<file path="src/sv/xcfd_pkg.sv">
package xcfd_pkg;

  // largest payload the design ever accepts, whatever the register says
  localparam int unsigned MaxPayloadBytes = 512;

  localparam int unsigned CfgIdxW = 2;
  localparam int unsigned CfgDataW = 16;

  // register indexes on the configuration port
  localparam logic [CfgIdxW-1:0] CFG_START_BYTE    = 2'd0;
  localparam logic [CfgIdxW-1:0] CFG_MAX_PAYLOAD   = 2'd1;
  localparam logic [CfgIdxW-1:0] CFG_TIMEOUT_TICKS = 2'd2;

  // item kinds
  localparam logic OP_BYTE = 1'b0;
  localparam logic OP_TICK = 1'b1;

  typedef enum logic [2:0] {
    PH_HUNT    = 3'd0,
    PH_FLAGS   = 3'd1,
    PH_LEN_LO  = 3'd2,
    PH_LEN_HI  = 3'd3,
    PH_CMD     = 3'd4,
    PH_PAYLOAD = 3'd5,
    PH_CHECK   = 3'd6
  } phase_e;

  typedef enum logic [2:0] {
    EV_NONE    = 3'd0,
    EV_HEADER  = 3'd1,
    EV_PAYLOAD = 3'd2,
    EV_GOOD    = 3'd3,
    EV_BAD     = 3'd4,
    EV_LONG    = 3'd5,
    EV_TIMEOUT = 3'd6
  } event_e;

  typedef struct packed {
    logic       op;
    logic [7:0] data_byte;
  } in_item_t;

  typedef struct packed {
    logic [2:0]  event_res;
    logic [7:0]  frame_flags;
    logic [15:0] frame_length;
    logic [7:0]  frame_command;
    logic [7:0]  payload_byte;
    logic [8:0]  payload_index;
  } out_item_t;

  typedef struct packed {
    logic [7:0]  start_byte;
    logic [9:0]  max_payload;
    logic [15:0] timeout_ticks;
  } cfg_t;

  localparam logic [9:0] MaxPayloadCap = 10'(MaxPayloadBytes);

endpackage

</file>
<file path="src/sv/xor_checked_frame_deframer.sv">
// Receive deframer for a byte-serial link with an XOR check byte.
// Input channel (in_valid_i/in_ready_o/in_data_i): each item is either a
// received byte or one time tick. Output channel (out_valid_o/out_ready_i/
// out_data_o): exactly one result item per input item, carrying the event
// code, the held header fields and, for payload bytes, the byte and index.
// The result of an item accepted at one edge is registered and valid
// after that edge. Throughput is one item per cycle while out_ready_i
// stays high, set by the single result register; the parser state
// updates in the same cycle. On a receiver stall the result register
// holds its item; with in_ready_o low no input is taken until delivery.
// Configuration is a plain write port (cfg_wr_en_i, cfg_idx_i,
// cfg_wdata_i): index 0 start byte, 1 max payload, 2 timeout ticks; other
// indexes are ignored. Write only while the block is idle.
// Reset (rst_ni low, asynchronous) empties the result register, returns
// the parser to hunting for the start byte and loads the register
// defaults: start byte 0, max payload 512, timeout 100 ticks.
module xor_checked_frame_deframer (
  input  logic                                clk_i,
  input  logic                                rst_ni,
  input  logic                                in_valid_i,
  output logic                                in_ready_o,
  input  xcfd_pkg::in_item_t                  in_data_i,
  output logic                                out_valid_o,
  input  logic                                out_ready_i,
  output xcfd_pkg::out_item_t                 out_data_o,
  input  logic                                cfg_wr_en_i,
  input  logic [xcfd_pkg::CfgIdxW-1:0]        cfg_idx_i,
  input  logic [xcfd_pkg::CfgDataW-1:0]       cfg_wdata_i
);

  xcfd_pkg::cfg_t      cfg_q;
  xcfd_pkg::out_item_t res;
  logic                free;
  logic                step;

  // configuration registers
  always_ff @(posedge clk_i or negedge rst_ni) begin
    if (!rst_ni) begin
      cfg_q.start_byte    <= 8'd0;
      cfg_q.max_payload   <= 10'd512;
      cfg_q.timeout_ticks <= 16'd100;
    end else if (cfg_wr_en_i) begin
      unique case (cfg_idx_i)
        xcfd_pkg::CFG_START_BYTE:    cfg_q.start_byte    <= cfg_wdata_i[7:0];
        xcfd_pkg::CFG_MAX_PAYLOAD:   cfg_q.max_payload   <= cfg_wdata_i[9:0];
        xcfd_pkg::CFG_TIMEOUT_TICKS: cfg_q.timeout_ticks <= cfg_wdata_i;
        default: ;
      endcase
    end
  end

  // input handshake
  assign in_ready_o = free;
  assign step       = in_valid_i && free;

  xcfd_parser u_parser (
    .clk_i  (clk_i),
    .rst_ni (rst_ni),
    .step_i (step),
    .item_i (in_data_i),
    .cfg_i  (cfg_q),
    .res_o  (res)
  );

  xcfd_out_reg u_out_reg (
    .clk_i       (clk_i),
    .rst_ni      (rst_ni),
    .load_i      (step),
    .res_i       (res),
    .out_ready_i (out_ready_i),
    .out_valid_o (out_valid_o),
    .out_data_o  (out_data_o),
    .free_o      (free)
  );

endmodule

</file>
<file path="src/sv/xcfd_parser.sv">
module xcfd_parser (
  input  logic                clk_i,
  input  logic                rst_ni,
  input  logic                step_i,
  input  xcfd_pkg::in_item_t  item_i,
  input  xcfd_pkg::cfg_t      cfg_i,
  output xcfd_pkg::out_item_t res_o
);

  xcfd_pkg::phase_e phase_q, phase_d;
  logic [7:0]  flags_q, flags_d;
  logic [15:0] length_q, length_d;
  logic [7:0]  command_q, command_d;
  logic [9:0]  count_q, count_d;
  logic [7:0]  xor_q, xor_d;
  logic [15:0] idle_q, idle_d;

  xcfd_pkg::event_e ev;
  logic [7:0]  pbyte;
  logic [8:0]  pindex;
  logic        abort;
  logic [7:0]  b;
  logic [15:0] len_new;
  logic [9:0]  limit;
  logic        in_frame;

  assign b = item_i.data_byte;
  assign len_new = {b, length_q[7:0]};
  assign limit = (cfg_i.max_payload < xcfd_pkg::MaxPayloadCap) ? cfg_i.max_payload
                                                               : xcfd_pkg::MaxPayloadCap;
  assign in_frame = (phase_q == xcfd_pkg::PH_FLAGS) || (phase_q == xcfd_pkg::PH_LEN_LO) ||
                    (phase_q == xcfd_pkg::PH_LEN_HI) || (phase_q == xcfd_pkg::PH_CMD) ||
                    (phase_q == xcfd_pkg::PH_PAYLOAD) || (phase_q == xcfd_pkg::PH_CHECK);

  // parser state
  always_ff @(posedge clk_i or negedge rst_ni) begin
    if (!rst_ni) begin
      phase_q   <= xcfd_pkg::PH_HUNT;
      flags_q   <= '0;
      length_q  <= '0;
      command_q <= '0;
      count_q   <= '0;
      xor_q     <= '0;
      idle_q    <= '0;
    end else if (step_i) begin
      phase_q   <= phase_d;
      flags_q   <= flags_d;
      length_q  <= length_d;
      command_q <= command_d;
      count_q   <= count_d;
      xor_q     <= xor_d;
      idle_q    <= idle_d;
    end
  end

  // next state and result for one item
  always_comb begin
    phase_d   = phase_q;
    flags_d   = flags_q;
    length_d  = length_q;
    command_d = command_q;
    count_d   = count_q;
    xor_d     = xor_q;
    idle_d    = idle_q;
    ev        = xcfd_pkg::EV_NONE;
    pbyte     = '0;
    pindex    = '0;
    abort     = 1'b0;

    if (item_i.op == xcfd_pkg::OP_TICK) begin
      // idle time inside a frame; once the count reaches the timeout, the frame is aborted
      if (in_frame) begin
        if (idle_q >= cfg_i.timeout_ticks) begin
          ev    = xcfd_pkg::EV_TIMEOUT;
          abort = 1'b1;
        end else begin
          idle_d = idle_q + 16'd1;
        end
      end
    end else begin
      idle_d = '0;
      unique case (phase_q)
        xcfd_pkg::PH_FLAGS: begin
          flags_d = b;
          xor_d   = xor_q ^ b;
          phase_d = xcfd_pkg::PH_LEN_LO;
          ev      = xcfd_pkg::EV_HEADER;
        end
        xcfd_pkg::PH_LEN_LO: begin
          length_d = {8'd0, b};
          xor_d    = xor_q ^ b;
          phase_d  = xcfd_pkg::PH_LEN_HI;
          ev       = xcfd_pkg::EV_HEADER;
        end
        xcfd_pkg::PH_LEN_HI: begin
          length_d = len_new;
          xor_d    = xor_q ^ b;
          if (len_new > {6'd0, limit}) begin
            ev    = xcfd_pkg::EV_LONG;
            abort = 1'b1;
          end else begin
            phase_d = xcfd_pkg::PH_CMD;
            ev      = xcfd_pkg::EV_HEADER;
          end
        end
        xcfd_pkg::PH_CMD: begin
          command_d = b;
          xor_d     = xor_q ^ b;
          count_d   = '0;
          phase_d   = (length_q != 16'd0) ? xcfd_pkg::PH_PAYLOAD : xcfd_pkg::PH_CHECK;
          ev        = xcfd_pkg::EV_HEADER;
        end
        xcfd_pkg::PH_PAYLOAD: begin
          pbyte   = b;
          pindex  = count_q[8:0];
          xor_d   = xor_q ^ b;
          count_d = count_q + 10'd1;
          if ({6'd0, count_d} >= length_q) begin
            phase_d = xcfd_pkg::PH_CHECK;
          end
          ev = xcfd_pkg::EV_PAYLOAD;
        end
        xcfd_pkg::PH_CHECK: begin
          ev      = (xor_q == b) ? xcfd_pkg::EV_GOOD : xcfd_pkg::EV_BAD;
          phase_d = xcfd_pkg::PH_HUNT;
        end
        default: begin
          // hunting, an unused phase code hunts too
          phase_d = xcfd_pkg::PH_HUNT;
          if (b == cfg_i.start_byte) begin
            flags_d   = '0;
            length_d  = '0;
            command_d = '0;
            count_d   = '0;
            xor_d     = '0;
            phase_d   = xcfd_pkg::PH_FLAGS;
            ev        = xcfd_pkg::EV_HEADER;
          end
        end
      endcase
    end

    // result shows header fields before an abort clears them
    res_o.event_res     = ev;
    res_o.frame_flags   = flags_d;
    res_o.frame_length  = length_d;
    res_o.frame_command = command_d;
    res_o.payload_byte  = pbyte;
    res_o.payload_index = pindex;

    if (abort) begin
      phase_d   = xcfd_pkg::PH_HUNT;
      flags_d   = '0;
      length_d  = '0;
      command_d = '0;
      count_d   = '0;
      xor_d     = '0;
      idle_d    = '0;
    end
  end

endmodule

</file>
<file path="src/sv/xcfd_out_reg.sv">
module xcfd_out_reg (
  input  logic                clk_i,
  input  logic                rst_ni,
  input  logic                load_i,
  input  xcfd_pkg::out_item_t res_i,
  input  logic                out_ready_i,
  output logic                out_valid_o,
  output xcfd_pkg::out_item_t out_data_o,
  output logic                free_o
);

  logic                valid_q;
  xcfd_pkg::out_item_t data_q;

  // register is free when empty or being drained this cycle
  assign free_o = !valid_q || out_ready_i;

  always_ff @(posedge clk_i or negedge rst_ni) begin
    if (!rst_ni) begin
      valid_q <= 1'b0;
    end else if (load_i) begin
      valid_q <= 1'b1;
    end else if (out_ready_i) begin
      valid_q <= 1'b0;
    end
  end

  // result payload
  always_ff @(posedge clk_i) begin
    if (load_i) begin
      data_q <= res_i;
    end
  end

  assign out_valid_o = valid_q;
  assign out_data_o  = data_q;

endmodule
</file>
<file path="config.mk">
export PLATFORM = sky130hd
export DESIGN_NAME = xor_checked_frame_deframer
export DESIGN_NICKNAME = d
export VERILOG_FILES = /design/src/sv/xcfd_pkg.sv /design/src/sv/xor_checked_frame_deframer.sv /design/src/sv/xcfd_parser.sv /design/src/sv/xcfd_out_reg.sv
export SDC_FILE = /design/constraint.sdc
export NUM_CORES = 1
export LEC_CHECK = 0
export BUFFER_PORTS_ARGS = -buffer_cell sky130_fd_sc_hd__buf_2
export CAP_MARGIN = 30
export CORE_MARGIN = 8
export CORE_UTILIZATION = 32
export CTS_CLUSTER_DIAMETER = 40
export DETAILED_ROUTE_END_ITERATION = 7
export PLACE_DENSITY_LB_ADDON = 0.3
export SYNTH_ARGS = -nofsm -noshare
export SYNTH_HDL_FRONTEND = slang
export SYNTH_SLANG_ARGS = --single-unit
</file>
<file path="constraint.sdc">
create_clock -name clk_i -period 8.1 [get_ports clk_i]
set_clock_uncertainty 0.1 [all_clocks]
set_input_delay 0.405 -clock clk_i [delete_from_list [all_inputs] [get_ports clk_i]]
set_output_delay 0.405 -clock clk_i [all_outputs]
set_load 0.005 [all_outputs]
</file>
Yosys cells after proc, flatten, opt, wreduce, memory -nomap -nowiden
Cells that the tools add are included.
Storage, ports and cells
  bits in registers: 156
  input bits: 32
  output and inout bits: 54
  word-level logic and storage cells: 114
Cells by class
  add/sub/neg operators: 2
  magnitude comparators: 4
  equal/unequal tests: 17
  multiplexer cells: 45
  bitwise operators: 2
  reductions and logical operators: 27
Operators by type and width (count)
  16-bit two-way mux: 7
  8-bit two-way mux: 9
  16-bit case mux with 3 select lines: 1
  8-bit case mux with 2 select lines: 3
  10-bit two-way mux: 4
  10-bit case mux with 3 select lines: 1
  3-bit two-way mux: 9
  3-bit case mux with 6 select lines: 1
  16-bit by 1-bit adder with 16-bit output (second input constant): 1
  8-bit == test: 2
  10-bit by 16-bit greater-or-equal comparator with 1-bit output: 1
  16-bit greater-or-equal comparator: 1
  16-bit by 10-bit > comparator with 1-bit output: 1
  16-bit nonzero test: 1
  5-bit OR reduction: 3
  3-bit case mux with 4 select lines: 1
  4-bit AND reduction: 3
  10-bit by 1-bit adder with 10-bit output (second input constant): 1
  10-bit < comparator (second input constant): 1
  3-bit == test (second input constant): 3
  3-bit by 2-bit inequality test with 1-bit output (second input constant): 3
  1-bit two-way mux: 8
  4-bit OR reduction: 2
  8-bit bitwise XOR: 1
  19 further kinds: 29

Depth between registers and ports, before layout
Gate-level depths: netlist (run 1).
  depth after elaboration: 10
  mapped depth: 12
  gate-level depth less buffers: 12

Hierarchy
Synthesis (run 1) repeated with hierarchy kept, for this count alone.
Second synthesis, totals
  cells, all modules: 716
  area total of the unflattened synthesis: 8112.8 um^2
Modules (own cells, without submodules)
  xcfd_parser: times used 1, cells each 587, area an instance 5193.7 um^2, sequential area each 1726.7 um^2
  xcfd_out_reg: times used 1, cells each 55, area an instance 1609.0 um^2, sequential area each 1586.5 um^2
  xor_checked_frame_deframer: times used 1, cells each 74, area an instance 1310.0 um^2, sequential area each 855.8 um^2

Worst setup path before layout (run 1)
Ideal clock, no wire load.
  path type: flip-flop to flip-flop
  from: register u_parser.count_q[0]
  to: register u_parser.phase_q[2]
  setup time: 0.126 ns
  arrival time: 2.401 ns
  data required time: 7.874 ns
  slack: 5.473 ns
  stages on the path, launching flop included: 13
  buffers on the path: 0
  period minus slack after synthesis: 2.627 ns
  cells stage by stage: dfrtp_1 > ha_1 > nand3_1 > nor2_1 > nand3_1 > xnor2_1 > ha_1 > o21a_1 > o21ai_0 > a211o_1 > a31oi_1 > a21o_1 > o21ai_1
Between the ends
  word-level cells in the longest chain between the ends: 4
RTL lines
  start: declaration: line xcfd_parser.sv:14  | logic [9:0] count_q, count_d;
  start signal: assignment: line xcfd_parser.sv:50  | count_q <= count_d;
  10-bit by 1-bit adder with 10-bit output: line xcfd_parser.sv:117  | count_d = count_q + 10'd1;
  10-bit by 16-bit greater-or-equal comparator with 1-bit output: line xcfd_parser.sv:118  | if ({6'd0, count_d} >= length_q) begin
  3-bit by 2-bit inequality test with 1-bit output (no source line)
  4-bit AND reduction (no source line)
  end signal: assignment: line xcfd_parser.sv:38  | phase_q <= xcfd_pkg::PH_HUNT;
  end signal: assignment: line xcfd_parser.sv:46  | phase_q <= phase_d;
  end: declaration: line xcfd_parser.sv:10  | xcfd_pkg::phase_e phase_q, phase_d;
No other way between the ends.
A chain may end at the register's enable or synchronous reset.

Final worst setup path (run 1)
  from: register cfg_q[25] in the netlist's numbering
  to: register u_parser.xor_q[0]
Between the ends
  word-level cells in the longest chain between the ends: 8
  elaborated cells on any way between the ends: 11
  classes of those cells: order compare (2); eq/ne (2); mux (5); reduce/logical (2)
RTL lines
  start: declaration: line xor_checked_frame_deframer.sv:31  | xcfd_pkg::cfg_t cfg_q;
  10-bit < comparator: line xcfd_parser.sv:29  | assign limit = (cfg_i.max_payload < xcfd_pkg::MaxPayloadCap) ? cfg_i.max_payload
  10-bit two-way mux *: line xcfd_parser.sv:29
  16-bit by 10-bit > comparator with 1-bit output *: line xcfd_parser.sv:98  | if (len_new > {6'd0, limit}) begin
  1-bit two-way mux *: line xcfd_parser.sv:98
  1-bit two-way mux *: line xcfd_parser.sv:82  | unique case (phase_q)
  1-bit two-way mux *: line xcfd_parser.sv:70  | if (item_i.op == xcfd_pkg::OP_TICK) begin
  2-bit by 1-bit inequality test with 1-bit output (no source line) / 3-bit nonzero test (equally long branches)
  4-bit AND reduction (no source line)
  end signal: assignment: line xcfd_parser.sv:51  | xor_q <= xor_d;
  end: declaration: line xcfd_parser.sv:15  | logic [7:0] xor_q, xor_d;
Mark *: on every way between the ends. The rest lies on a longest branch, timed or not.

==> impl_metrics.toml, run 1 <==
[floorplanning]
row_count = 58
io_pins = 86
dieWidth_um = 174.7
initial_core_util = 0.3228
dieArea_um2 = 30510
placeableCoreArea_um2 = 24960
die_h_um = 174.7

[yosys]
synth_seq_cells = 156
synth.area.top_cells = "dfrtp_1 31%, edfxtp_1 19%, ha_1 6.1%, mux2_2 4.8%, nand2_1 3.8%"
synth_ff_type = "dfrtp_1"
synth.largest_area_cell = "dfrtp_1"
yosysSeqAreaShare = 0.5174
yosysTopAreaCellShare = 0.3106
yosysUniqueCellTypes = 59
ys_warn_count = 0
syn_area_um2 = 8058
synth_edf_count = 52
synth_cells = 753
syn_avg_cell_area_um2 = 10.70
async_flop_share = 0.6667
syn_nets = 824

[timing]
tightest_slew_ps = 998.4
post-route-min-period_ps = 3364
drv_slew = 0
setup_viol = 0
relSlewSlack = 0.3293
max_freq_ghz = 0.2973
period_share = 0.4153
rsz0062_at_grt = "no"
tns_ps = 0
final_hold_viol_count = 0

[power_and_ir_drop]
p_sw_uw = 806.5
power.leakage_uw = 0.004171
p_total_uw = 2498
power_density_nw_per_um2 = 263.8
p_sw_frac = 0.3229
seqPwrFrac = 0.442
p_int_uw = 1691
vdd_drop_max_mv = 0.1407
clock_power_share = 0.347
pwr-share-comb = 0.211

[clocking]
path_clk_slew_ps = 70
cts_buffers = 17
cts_buffer_depth = 2
cts_tree = "built"
ctsResizeCount = 0
root_buffer = "clkbuf_16"
htreeDepth = 4
clock_latency_ps = 430
cts_sinks = 156

[cells_and_area]
areaGrowthSynthToFinish_pct = 17.50
antenna-diode-count = 0
final_common_cell = "dfrtp_1"
most-common-layout-cells = "100 x dfrtp_1, 86 x buf_2, 81 x nand2_1"
drive_gt1_frac = 0.2069
finish.net_count = 904
fillers = 2494

[place]
port_buffers = 85
gp_congestion = 0.8297
hpwl_um = 15190

[global_routing]
gr-total-overflow = 0
grt_max_degree = 54
antenna_found_initial = 1
grt_pass1_wl_um = 33130
grt_usage = 0.1376
grt_pass1_vias = 5842

[worst_setup_path]
ff2ff_path_depth = 10
path_depth = 10
endpoint = "u_parser.xor_q[0]$_DFFE_PN0P_"
crit_path_start_kind = "register"
crit_family = "compound AO/OA/AOI/OAI gates"
rr_endpoint = "u_parser.xor_q[0]$_DFFE_PN0P_"
r2r-start = "cfg_q[25]$_DFFE_PN1P_"
cp-end-kind = "register"
crit_type = "register to register"
slowest_stage = "a22oi_1"
path_max_fanout = 11
crit_chain = "clkinv_1 -> nand2_1 -> ha_1 -> a211o_1 -> o211ai_1 -> nand3_1 -> o211a_1 -> a22oi_1 -> and2_1 -> a32o_1"
cp_num_buf_inv = 1
r2r_slack_ps = 4740
critPathLaunch = "cfg_q[25]$_DFFE_PN1P_"
cp.required_ps = 8380
arrival_ps = 3640
max_stage_delay_ps = 750

[drt]
drc_errors = 0
ant_nets = 0
wirelength_um = 21200
dr_total_vias = 5966
drt_pass1_iterations = 4
drt_iter0_drc = 429
post_drt_wl_per_cell_um = 18.03
via_per_inst = 5.073

[flow_run]
drv_cap = 0

[min_path]
hold_path_class = "input port to register"

[run_status]
status = "completed"
[power groups by stage]
stage | sequential [uW] | clock, uW | combinational (uW)
after floorplan | 1060 | 0 | 385
after global placement | 1110 | 0 | 510
after detailed placement | 1120 | 0 | 523
after CTS | 1100 | 885 | 530
after global routing | 1120 | 914 | 596
final | 1100 | 868 | 527
[registers in the layout (all words and copies together), names as in the netlist]
signal and flops:
u_parser.length_q 16, u_parser.idle_q 16, u_parser.xor_q 8, u_parser.phase_q 3, cfg_q 34, u_parser.count_q 10
u_parser.flags_q 8, u_parser.command_q 8, u_out_reg.out_valid_o 1, u_out_reg.out_data_o 52
[worst min path at each step]
stage / from / endpoint / slack [ps] / cells after the start
after floorplan: rst_ni / cfg_q[0]$_DFFE_PN0P_ / 9 / 0
after global placement: u_parser.flags_q[3]$_DFFE_PN0P_ / u_parser.flags_q[3]$_DFFE_PN0P_ / 380 / 1
after detailed placement: u_parser.command_q[5]$_DFFE_PN0P_ / u_parser.command_q[5]$_DFFE_PN0P_ / 390 / 1
after CTS: in_valid_i / u_out_reg.out_valid_o$_DFFE_PN0P_ / 80 / 2
after global routing: in_valid_i / u_out_reg.out_valid_o$_DFFE_PN0P_ / 90 / 2
final: in_valid_i / u_out_reg.out_valid_o$_DFFE_PN0P_ / 90 / 2
[per-layer routing]
| metal | vias to the layer above | global-route usage | share of wire |
|---|---|---|---|
| met4 | 2 | 0.02861 | 0.0078 |
| li1 | 2888 | - | - |
| met5 | - | 0 | 0.00061 |
| met3 | 17 | 0.03432 | 0.056 |
| met2 | 145 | 0.2124 | 0.46 |
| met1 | 2914 | 0.1922 | 0.48 |
[cells in the mapped netlist (5+ instances only)]
| cell type | n |
|---|---|
| nand4_1 | 11 |
| edfxtp_1 | 52 |
| nand3_1 | 20 |
| nand2_1 | 81 |
| nor2b_1 | 30 |
| mux2_2 | 34 |
| a32o_1 | 9 |
| ha_1 | 39 |
| nor4_1 | 7 |
| and3_1 | 12 |
| nand2b_1 | 7 |
| xnor2_1 | 8 |
| nor2_1 | 44 |
| buf_2 | 7 |
| inv_1 | 35 |
| a31oi_1 | 11 |
| a22o_1 | 29 |
| clkbuf_1 | 18 |
| o21ai_0 | 56 |
| a21oi_1 | 21 |
| xor2_1 | 25 |
| or3_1 | 5 |
| a21o_1 | 8 |
| dfrtp_1 | 100 |
| nor3_1 | 16 |
[through the flow]
stage / cell area, um^2 / hold WS (ps) / setup WS (ps) / std cells / utilization
floorplan: 8058 / 9.409 / 5473 / 753 / -
global placement: 8770 / 384.1 / 4756 / 1139 / 0.3513
detailed placement: 8800 / 386.7 / 4648 / 1142 / 0.3525
CTS: 9460 / 84.99 / 4657 / 1175 / 0.3790
global route: 9468 / 93.96 / 4467 / 1176 / 0.3793
finish: 9468 / 85.41 / 4736 / 1176 / 0.3793
[kinds of logic after synthesis]
family,count (synthesis),synth area share
multiplexers,37,0.05140
XOR/XNOR,33,0.03587
buffers and inverters,68,0.03509
AND/OR/NAND/NOR,249,0.1547
adder cells (fa/ha/maj),39,0.06056
flip-flops,156,0.5174
AO/OA/AOI/OAI,171,0.1450
[cell type report]
cell class / count / area (um^2) / share of cell area
clock buffers: 17 / 425.4 / 0.04493
flip-flops and latches: 156 / 4169 / 0.4403
multi-input cells: 529 / 3606 / 0.3809
well taps: 330 / 412.9 / 0.04361
clock inverters: 15 / 225.2 / 0.02379
repair buffers: 92 / 490.5 / 0.05180
inverters: 37 / 138.9 / 0.01467
[what timing repair did]
| item | 4_1_cts | 5_1_grt |
|---|---|---|
| hold endpoints to repair | 52 | 0 |
| buffers inserted | 0 | 0 |
| setup endpoints to repair | 0 | 0 |
| hold buffers | 1 | 0 |
(Power assumes the default switching activity.)
==> run 2: changes to the inputs <==
==> constraint.sdc (replaced) <==
create_clock -name clk_i -period 3.2 [get_ports clk_i]
set_clock_uncertainty 0.1 [all_clocks]
set_input_delay 0.16 -clock clk_i [delete_from_list [all_inputs] [get_ports clk_i]]
set_output_delay 0.16 -clock clk_i [all_outputs]
set_load 0.005 [all_outputs]
==> run 2 against run 1 <==
  * Flip-flop and latch count stayed put
  * Largest cell class unchanged
  * Worst hold slack improved by 60 ps
  * Critical path depth increased by 2
  * Sequential share of layout area down 1.4 points
  * Count of clock-buffer cells in the layout up 2
  * Total power grew to 2.5 times the previous value
  * Final area grew 3.3%
==> impl_metrics.toml, run 2 (synthesis results as in run 1) <==
[run_status]
status = "completed"

[worst_setup_path]
max_stage_delay_ps = 440
crit_path_start_kind = "register"
r2r_slack_ps = 310
cp.required_ps = 3420
r2r-start = "u_parser.count_q[0]$_DFFE_PN0P_"
path_max_fanout = 6
cp-end-kind = "register"
crit_type = "register to register"
crit_family = "compound AO/OA/AOI/OAI gates"
ff2ff_path_depth = 12
arrival_ps = 3110
cp_common_cell = "nand3_1"
cp_num_buf_inv = 0
rr_endpoint = "u_parser.phase_q[1]$_DFFE_PN0P_"
slowest_stage = "dfrtp_1"
crit_chain = "ha_1 -> nand3_1 -> nor2_1 -> nand3_1 -> xnor2_1 -> ha_1 -> o21a_1 -> o21ai_0 -> a211o_1 -> a31oi_2 -> nand3b_1 -> nand3_1"

[clocking]
cts_sinks = 156
cts_tree = "built"
clock_latency_ps = 440
htreeDepth = 4
path_clk_slew_ps = 70
cts_buffer_depth = 2
cts_buffers = 17
root_buffer = "clkbuf_16"
cts_post_setup_buffers_inserted = 0

[global_routing]
grt_max_degree = 54
grt_usage = 0.1449
grt_pass1_wl_um = 34870
antenna_found_initial = 1
grt_pass1_vias = 6112
gr-total-overflow = 0

[floorplanning]
row_count = 58
placeableCoreArea_um2 = 24960
io_pins = 86
dieWidth_um = 174.7
initial_core_util = 0.3228
die_h_um = 174.7
dieArea_um2 = 30510

[power_and_ir_drop]
p_sw_uw = 2003
power_density_nw_per_um2 = 640.3
vdd_drop_max_mv = 0.3588
power.leakage_uw = 0.004338
seqPwrFrac = 0.440
p_int_uw = 4257
clock_power_share = 0.329
p_sw_frac = 0.3200
pwr-share-comb = 0.230

[cells_and_area]
drive_gt1_frac = 0.2250
fillers = 2484
finish.net_count = 947
most-common-layout-cells = "100 x dfrtp_1, 85 x buf_2, 81 x nand2_1"
antenna-diode-count = 0
final_common_cell = "dfrtp_1"
largest_reg_flops = 52
areaGrowthSynthToFinish_pct = 21.34

[drt]
via_per_inst = 5.116
wirelength_um = 21890
drt_iter0_drc = 550
ant_nets = 0
drc_errors = 0
post_drt_wl_per_cell_um = 17.96
dr_total_vias = 6236
drt_pass1_iterations = 5

[timing]
hold_slack_ps = 145.0
setup_ws_ps = 309.4
post-route-min-period_ps = 2891
drv_slew = 0
relSlewSlack = 0.3717
tns_ps = 0
rsz0062_at_grt = "no"
tightest_slew_ps = 935.3
setup_viol = 0
final_hold_viol_count = 0
period_share = 0.9033
max_freq_ghz = 0.3460

[place]
hpwl_um = 15610
port_buffers = 85
gp_congestion = 0.8310
preCtsSetupSlack_ps = 263.8

[min_path]
hold_path_class = "input port to asynchronous set/reset pin"

[flow_run]
drv_cap = 0
==> run 2: worst max-delay path by stage <==
stage | startpoint | end | slack (ps) | cells after the start
after floorplan | u_parser.count_q[0]$_DFFE_PN0P_ | u_parser.phase_q[2]$_DFFE_PN0P_ | 570 | 12
after global placement | u_parser.count_q[0]$_DFFE_PN0P_ | u_parser.phase_q[1]$_DFFE_PN0P_ | 360 | 12
after detailed placement | u_parser.count_q[0]$_DFFE_PN0P_ | u_parser.phase_q[1]$_DFFE_PN0P_ | 260 | 12
after CTS | u_parser.count_q[0]$_DFFE_PN0P_ | u_parser.phase_q[1]$_DFFE_PN0P_ | 240 | 12
after global routing | u_parser.count_q[2]$_DFFE_PN0P_ | u_parser.phase_q[2]$_DFFE_PN0P_ | 40 | 10
final | u_parser.count_q[0]$_DFFE_PN0P_ | u_parser.phase_q[1]$_DFFE_PN0P_ | 310 | 12
==> run 2: repair_timing <==
item                       4_1_cts  5_1_grt
setup endpoints to repair        0        2
hold endpoints to repair        71        0
hold buffers                    19        0
resized for setup                0        2
==> run 2: power groups by stage <==
stage / Clock [uW] / Combinational, uW / Sequential [uW]
after global routing: 2190 / 1640 / 2800
after CTS: 2100 / 1450 / 2750
final: 2060 / 1440 / 2760
after global placement: 0 / 1390 / 2780
after floorplan: 0 / 975 / 2690
after detailed placement: 0 / 1410 / 2780
==> run 2: worst reg2reg max path, cell delays in order, from the launching register on <==
cell and delay (ps):
dfrtp_1 440, ha_1 220, nand3_1 130, nor2_1 270
nand3_1 140, xnor2_1 160, ha_1 280, o21a_1 120
o21ai_0 80, a211o_1 330, a31oi_2 280, nand3b_1 150
nand3_1 70
==> run 2: layout make-up <==
type                    instances  area, um^2  area share
clock buffers                  19       442.9     0.04530
repair buffers                135       848.3     0.08677
multi-input cells             529        3613      0.3696
flip-flops and latches        156        4169      0.4264
well taps                     330       412.9     0.04223
clock inverters                13       151.4     0.01549
inverters                      37       138.9     0.01421
==> run 2: per-stage QoR <==
step	cells	utilization	power [uW]	area [um^2]
finish	1219	0.3916	6260	9777
global route	1219	0.3916	6623	9777
CTS	1219	0.3913	6294	9769
detailed placement	1168	0.3599	4198	8985
global placement	1167	0.3597	4164	8980
floorplan	753	-	3668	8058
==> run 2: routing by layer <==
metal | up-vias | wire length, um | global-route usage
li1 | 2977 | - | -
met1 | 3016 | 10230 | 0.1969
met2 | 213 | 9839 | 0.2211
met3 | 28 | 1426 | 0.03712
met4 | 2 | 382 | 0.04804
met5 | - | 13 | 0
